$ cat config.mk
export PLATFORM = sky130hd
export DESIGN_NAME = srs_ctrl
export DESIGN_NICKNAME = d
export VERILOG_FILES = /design/src/hw/rtl/srs_pkg.sv /design/src/hw/rtl/srs_ctrl.sv
export SDC_FILE = /design/constraint.sdc
export NUM_CORES = 1
export LEC_CHECK = 0
export ABC_CLOCK_PERIOD_IN_PS = 6500
export BUFFER_PORTS_ARGS = -buffer_cell sky130_fd_sc_hd__buf_4
export CAP_MARGIN = 30
export CORE_UTILIZATION = 52
export DETAILED_ROUTE_END_ITERATION = 10
export PLACE_DENSITY = 0.91
export SLEW_MARGIN = 20
export SYNTH_ARGS = -nofsm -noshare
export SYNTH_HDL_FRONTEND = slang
export SYNTH_SLANG_ARGS = --single-unit
$ cat constraint.sdc
create_clock -name clk -period 6.5 [get_ports clk]
set_clock_uncertainty 0.15 [all_clocks]
set_input_delay 1.625 -clock clk [delete_from_list [all_inputs] [get_ports clk]]
set_output_delay 1.625 -clock clk [all_outputs]
set_load 0.02 [all_outputs]
$ cat src/hw/rtl/srs_pkg.sv
// Package of the slot record store: field layout, command codes and control structs.
`timescale 1ns / 1ps
`default_nettype none

package srs_pkg;

	localparam int NAME_BYTES = 16;
	localparam int NAME_W     = 128;
	localparam int VAL_W      = 80;
	localparam int REC_W      = NAME_W + VAL_W;
	localparam int SLOT_W     = 6;
	localparam int CFG_W      = 16;

	// Input item layout.
	localparam int IN_W         = 240;
	localparam int IN_USER_W    = 3;
	localparam int IN_IDX_LSB   = 0;
	localparam int IN_NAME_LSB  = 8;
	localparam int IN_QLEN_LSB  = 136;
	localparam int IN_VAL_LSB   = 141;
	localparam int IN_CAP_LSB   = 221;
	localparam int IN_START_LSB = 229;

	// Result item layout.
	localparam int OUT_W      = 240;
	localparam int OUT_USER_W = 1;

	typedef enum logic [2:0] {
		CMD_ADD   = 3'd0,
		CMD_DEL   = 3'd1,
		CMD_LOAD  = 3'd2,
		CMD_GET   = 3'd3,
		CMD_COUNT = 3'd4,
		CMD_FILT  = 3'd5,
		CMD_ERASE = 3'd6
	} srs_op_t;

	// Which fields a result item carries.
	typedef enum logic [2:0] {
		K_PLAIN = 3'd0,
		K_FOUND = 3'd1,
		K_COUNT = 3'd2,
		K_ENTRY = 3'd3,
		K_MATCH = 3'd4,
		K_FINAL = 3'd5
	} srs_kind_t;

	typedef struct packed {
		logic      capture;
		logic      scan_inc;
		logic      cnt_inc;
		logic      wr_en;
		logic      del_en;
		logic      clr_all;
		logic      rd_idx;
		logic      rd_scan;
		logic      fadv;
		logic      out_load;
		srs_kind_t out_kind;
	} srs_cmd_t;

	typedef struct packed {
		logic [2:0] op;
		logic       occ_cur;
		logic       scan_last;
		logic       scan_over;
		logic       cnt_hit;
		logic       idx_ok;
		logic       cap_hit;
		logic       v_s1;
		logic       match_s1;
		logic       out_free;
	} srs_status_t;

endpackage

`default_nettype wire

$ cat src/hw/rtl/srs_ctrl.sv
// Controller of the slot record store: sequences each command over the datapath.
`timescale 1ns / 1ps
`default_nettype none

module srs_ctrl (
	input  wire logic                 clk,
	input  wire logic                 arst_n,
	input  wire logic                 in_valid,
	output logic                      in_ready,
	output srs_pkg::srs_cmd_t         ctl,
	input  wire srs_pkg::srs_status_t status
);

	typedef enum logic [5:0] {
		S_IDLE = 6'b000001,
		S_DISP = 6'b000010,
		S_SCAN = 6'b000100,
		S_RD   = 6'b001000,
		S_FILT = 6'b010000,
		S_RESP = 6'b100000
	} state_t;

	state_t              state_q;
	state_t              state_d;
	srs_pkg::srs_kind_t  kind_q;
	srs_pkg::srs_kind_t  kind_d;

	always_comb begin
		ctl      = '0;
		in_ready = 1'b0;
		state_d  = state_q;
		kind_d   = kind_q;
		unique case (state_q)
			S_IDLE: begin
				in_ready = 1'b1;
				if (in_valid) begin
					ctl.capture = 1'b1;
					state_d     = S_DISP;
				end
			end
			S_DISP: begin
				case (status.op)
					srs_pkg::CMD_ADD, srs_pkg::CMD_GET, srs_pkg::CMD_COUNT: begin
						state_d = S_SCAN;
					end
					srs_pkg::CMD_DEL: begin
						ctl.del_en = 1'b1;
						kind_d     = srs_pkg::K_PLAIN;
						state_d    = S_RESP;
					end
					srs_pkg::CMD_LOAD: begin
						if (status.idx_ok) begin
							ctl.rd_idx = 1'b1;
							state_d    = S_RD;
						end else begin
							kind_d  = srs_pkg::K_PLAIN;
							state_d = S_RESP;
						end
					end
					srs_pkg::CMD_FILT: begin
						state_d = S_FILT;
					end
					srs_pkg::CMD_ERASE: begin
						ctl.clr_all = 1'b1;
						kind_d      = srs_pkg::K_PLAIN;
						state_d     = S_RESP;
					end
					default: begin
						state_d = S_IDLE;
					end
				endcase
			end
			S_SCAN: begin
				// One slot per cycle, in slot order.
				case (status.op)
					srs_pkg::CMD_ADD: begin
						if (!status.occ_cur) begin
							ctl.wr_en = 1'b1;
							kind_d    = srs_pkg::K_FOUND;
							state_d   = S_RESP;
						end else if (status.scan_last) begin
							kind_d  = srs_pkg::K_PLAIN;
							state_d = S_RESP;
						end else begin
							ctl.scan_inc = 1'b1;
						end
					end
					srs_pkg::CMD_GET: begin
						if (status.occ_cur && status.cnt_hit) begin
							ctl.rd_scan = 1'b1;
							state_d     = S_RD;
						end else begin
							ctl.cnt_inc = status.occ_cur;
							if (status.scan_last) begin
								kind_d  = srs_pkg::K_PLAIN;
								state_d = S_RESP;
							end else begin
								ctl.scan_inc = 1'b1;
							end
						end
					end
					default: begin
						ctl.cnt_inc = status.occ_cur;
						if (status.scan_last) begin
							kind_d  = srs_pkg::K_COUNT;
							state_d = S_RESP;
						end else begin
							ctl.scan_inc = 1'b1;
						end
					end
				endcase
			end
			S_RD: begin
				if (status.out_free) begin
					ctl.out_load = 1'b1;
					ctl.out_kind = srs_pkg::K_ENTRY;
					state_d      = S_IDLE;
				end
			end
			S_FILT: begin
				// Read of the next slot overlaps the compare of the previous one;
				// a match that cannot leave yet holds the whole pipe.
				priority if (status.cap_hit) begin
					kind_d  = srs_pkg::K_FINAL;
					state_d = S_RESP;
				end else if (status.v_s1 && status.match_s1) begin
					if (status.out_free) begin
						ctl.out_load = 1'b1;
						ctl.out_kind = srs_pkg::K_MATCH;
						ctl.cnt_inc  = 1'b1;
						ctl.fadv     = 1'b1;
					end
				end else if (!status.v_s1 && status.scan_over) begin
					kind_d  = srs_pkg::K_FINAL;
					state_d = S_RESP;
				end else begin
					ctl.fadv = 1'b1;
				end
			end
			S_RESP: begin
				if (status.out_free) begin
					ctl.out_load = 1'b1;
					ctl.out_kind = kind_q;
					state_d      = S_IDLE;
				end
			end
			default: begin
				state_d = S_IDLE;
			end
		endcase
	end

	always_ff @(posedge clk or negedge arst_n) begin
		if (!arst_n) begin
			state_q <= S_IDLE;
			kind_q  <= srs_pkg::K_PLAIN;
		end else begin
			state_q <= state_d;
			kind_q  <= kind_d;
		end
	end

endmodule

`default_nettype wire

==> metrics.md <==
| Metric | Value |
|---|---|
| Die X-Extent | 41.2 um |
| Ys flop type | dfrtp_1 |
| Worst R2R End | kind_q[1]$_DFFE_PN0P_ |
| Area leader, netlist | dfrtp_1 |
| Reg area | 226 um2 |
| WHS Endpoint | kind_q[2]$_DFFE_PN0P_ |
| Global-route wire length before repair | 3.13 mm |
| Synth top area share | 25.1% |
| Slew Viols, Final | 0 |
| WL per Instance | 14.9 um |
| Core area | 1370 um2 |
| Flops & latches, synth | 9 |
| Final wirelength | 2.08 mm |
| CTS buffer count | 3 |
| Tcrit/Tclk final | 68.9% |
| Setup violators final | 0 |
| Post-cts gate resize count | 0 |
| Global routing's busiest layer | met2 |
| Share of cells above drive strength 1 | 34.4% |
| Most frequent CP cell | buf_4 |
| Startpoint types | primary input |
| Post-synth EDFFs | 0 |
| Post-CTS Setup Inserts | 0 |
| Chip height | 41.2 um |
| Initial antenna violation count | 0 |
| Grt met1 use | 31.8% |
| Leak | 0.000469 uW |
| Worst Path Arrival | 2.70 ns |
| Post-synthesis sequential area ratio | 28.4% |
| Vias in the first global route | 763 |
| Most frequent cells in the layout | buf_4, nor2_1, nand2_1, dfrtp_1, nor3_1 |
| GRT Util Overall | 29.0% |
| Synth area leaders | dfrtp_1, nor2_1, nor3_1, nand2_1, dfstp_2 |
| Syn_area_per_cell | 8.23 um2 |
| Detailed Route Iter0 Violations | 23 |
| Synthesized area | 798 um2 |
| Worst Setup End Kind | output port |
| Number of nets in the layout | 141 |
| H-Tree Depth | 1 |
| P&R area growth vs syn | 28.8% |
| TritonCTS clock tree | done |
| Setup TNS | 0 ns |
| Post-route ant nets | 0 |
| Clk_lat worst skew | 0.27 ns |
| DRC | 0 |
| Status | finished, final reports clean |
| Worst-Margin Slew | 0.574 ns |
| Syn Inst Count | 97 |
| Setup slack, reg-to-reg | 4.08 ns |
| Diode count | 0 |
| Yosys cell types | 44 |
| Ys async rst share | 100% |
| Worst-path fanout max | 7 |
| WHS Path Cells | 1 |
| Fin crit period | 4.48 ns |
| GR Overflow Total | 0 |
| CTS Buffer Depth | 2 |
| Clock Pin Slew Worst Setup and Hold Paths | 0.06 ns |
| Crit-path cells | buf_4 -> or2_2 -> or3_1 -> nor2_1 -> buf_4 |
| Sink Count | 9 |
| CP required | 4.72 ns |
| R2R depth | 5 |
| # IOs | 29 |
| Vias per std cell | 6.11 |
| Hold path start | kind_q[2]$_DFFE_PN0P_ |
| Placer Congestion | 0.920 |
| MaxCap Viol Count | 0 |
| Setup CP Type | primary input to output port |
| Worst VDD drop | 0.175 mV |
| Port buffer count | 28 |
| Warnings from Yosys | 0 |
| Slew margin rel. | 61.2% |
| Max Fclk | 223 MHz |
| Slowest cell on the critical path | or3_1 |
| Max incr delay on CP | 0.37 ns |
| Worst Hold Class | flop to flop |
| PwrDens | 276 nW/um2 |
| HPWL after DPL | 1.65 mm |
| RR Startpoint | state_q[3]$_DFFE_PN0P_ |
| Fillers | 107 |
| Area of the multi-input gates | 536 um2 |
| Root buf cell | clkbuf_4 |
| Starting Density | 58.4% |
| Pin count of the biggest net entering global routing | 14 |
| Placed cells | 136 |
| Commonest non-fill, non-tap cell in the layout | buf_4 |
| Vias | 856 |
| Utilization after layout | 75.3% |
| M2 GR Usage | 48.8% |
| Power Total | 284 uW |
| Die area | 1700 um2 |
| Post-Syn Nets | 112 |
| Post-route insts no fill | 140 |
| Initial DRT Pass Iterations | 4 |
| Cts hold-fix bufs | 0 |
| Unrepaired setup endpoints after global routing | no |
| Rows | 13 |
| GR Util met3 | 8.15% |
| Final Hold Vio Count | 0 |
power by group:
part           switching (uW)  internal [uW]
logic                    74.6           68.4
registers                21.5           74.8
clock network            20.8           23.7
total                     117            167
registers in the layout (all words and copies together) (netlist names):
signal   flops
kind_q       3
state_q      6
worst max-delay path, delay by kind of cell:
kind / cells / cell delay (ns)
buffers and inverters: 2 / 0.28
AND/OR/NAND/NOR: 3 / 0.81
worst max-delay path by stage:
stage | startpoint | to | slack, ns
2_1_floorplan | status[10] | ctl[9] | 2.16
3_3_place_gp | status[10] | ctl[9] | 2.06
3_5_place_dp | status[10] | ctl[9] | 2.04
4_1_cts | status[10] | ctl[9] | 2.03
5_1_grt | status[10] | ctl[9] | 1.99
6_report | status[10] | ctl[9] | 2.02
layout make-up:
cell class / count / area share [%]
timing repair buffer: 28 / 20.4
clock buffer: 4 / 2.55
tap: 15 / 1.82
inverter: 3 / 1.09
multi-input combinational: 81 / 52.1
sequential: 9 / 22.0
synth_stat cells (all sizes together), types with 2 or more instances:
library cell and instances:
o22ai 2, or4 2, nor2 10, nor3 7, or3 2, nor4b 2
or3b 2, dfrtp 8, a21o 2, nand2b 4, nand2 9, xor2 2
nor4 2, nand3 4, a22o 2, o21ai 4, inv 3, a21oi 5
buf 4, o211ai 2, o21bai 2
per-stage QoR:
step | hold WS [ns] | setup WS [ns] | area, um2
after floorplan | 0.316 | 2.16 | 798
after global placement | 0.329 | 2.06 | 1000
after detailed placement | 0.346 | 2.04 | 1000
after CTS | 0.359 | 2.03 | 1030
after global routing | 0.378 | 1.99 | 1030
final | 0.356 | 2.02 | 1030
layer usage:
| layer | share of wire (%) | vias to the layer above |
|---|---|---|
| met2 | 49 | 43 |
| met1 | 41 | 383 |
| li1 | - | 422 |
| met3 | 7.2 | 8 |
| met4 | 2.7 | 0 |
| met5 | 0 | - |
kinds of logic (layout without fill, tap and decap cells):
logic type      count (synthesis)  count (layout)  synth area share, %
compound gates                 27              27                 27.4
xor+xnor                        2               2                 2.19
flops                           9               9                 28.4
simple gates                   52              52                 37.5
buf+inv                         7              35                 4.54
Power figures use the tool's default switching activity.
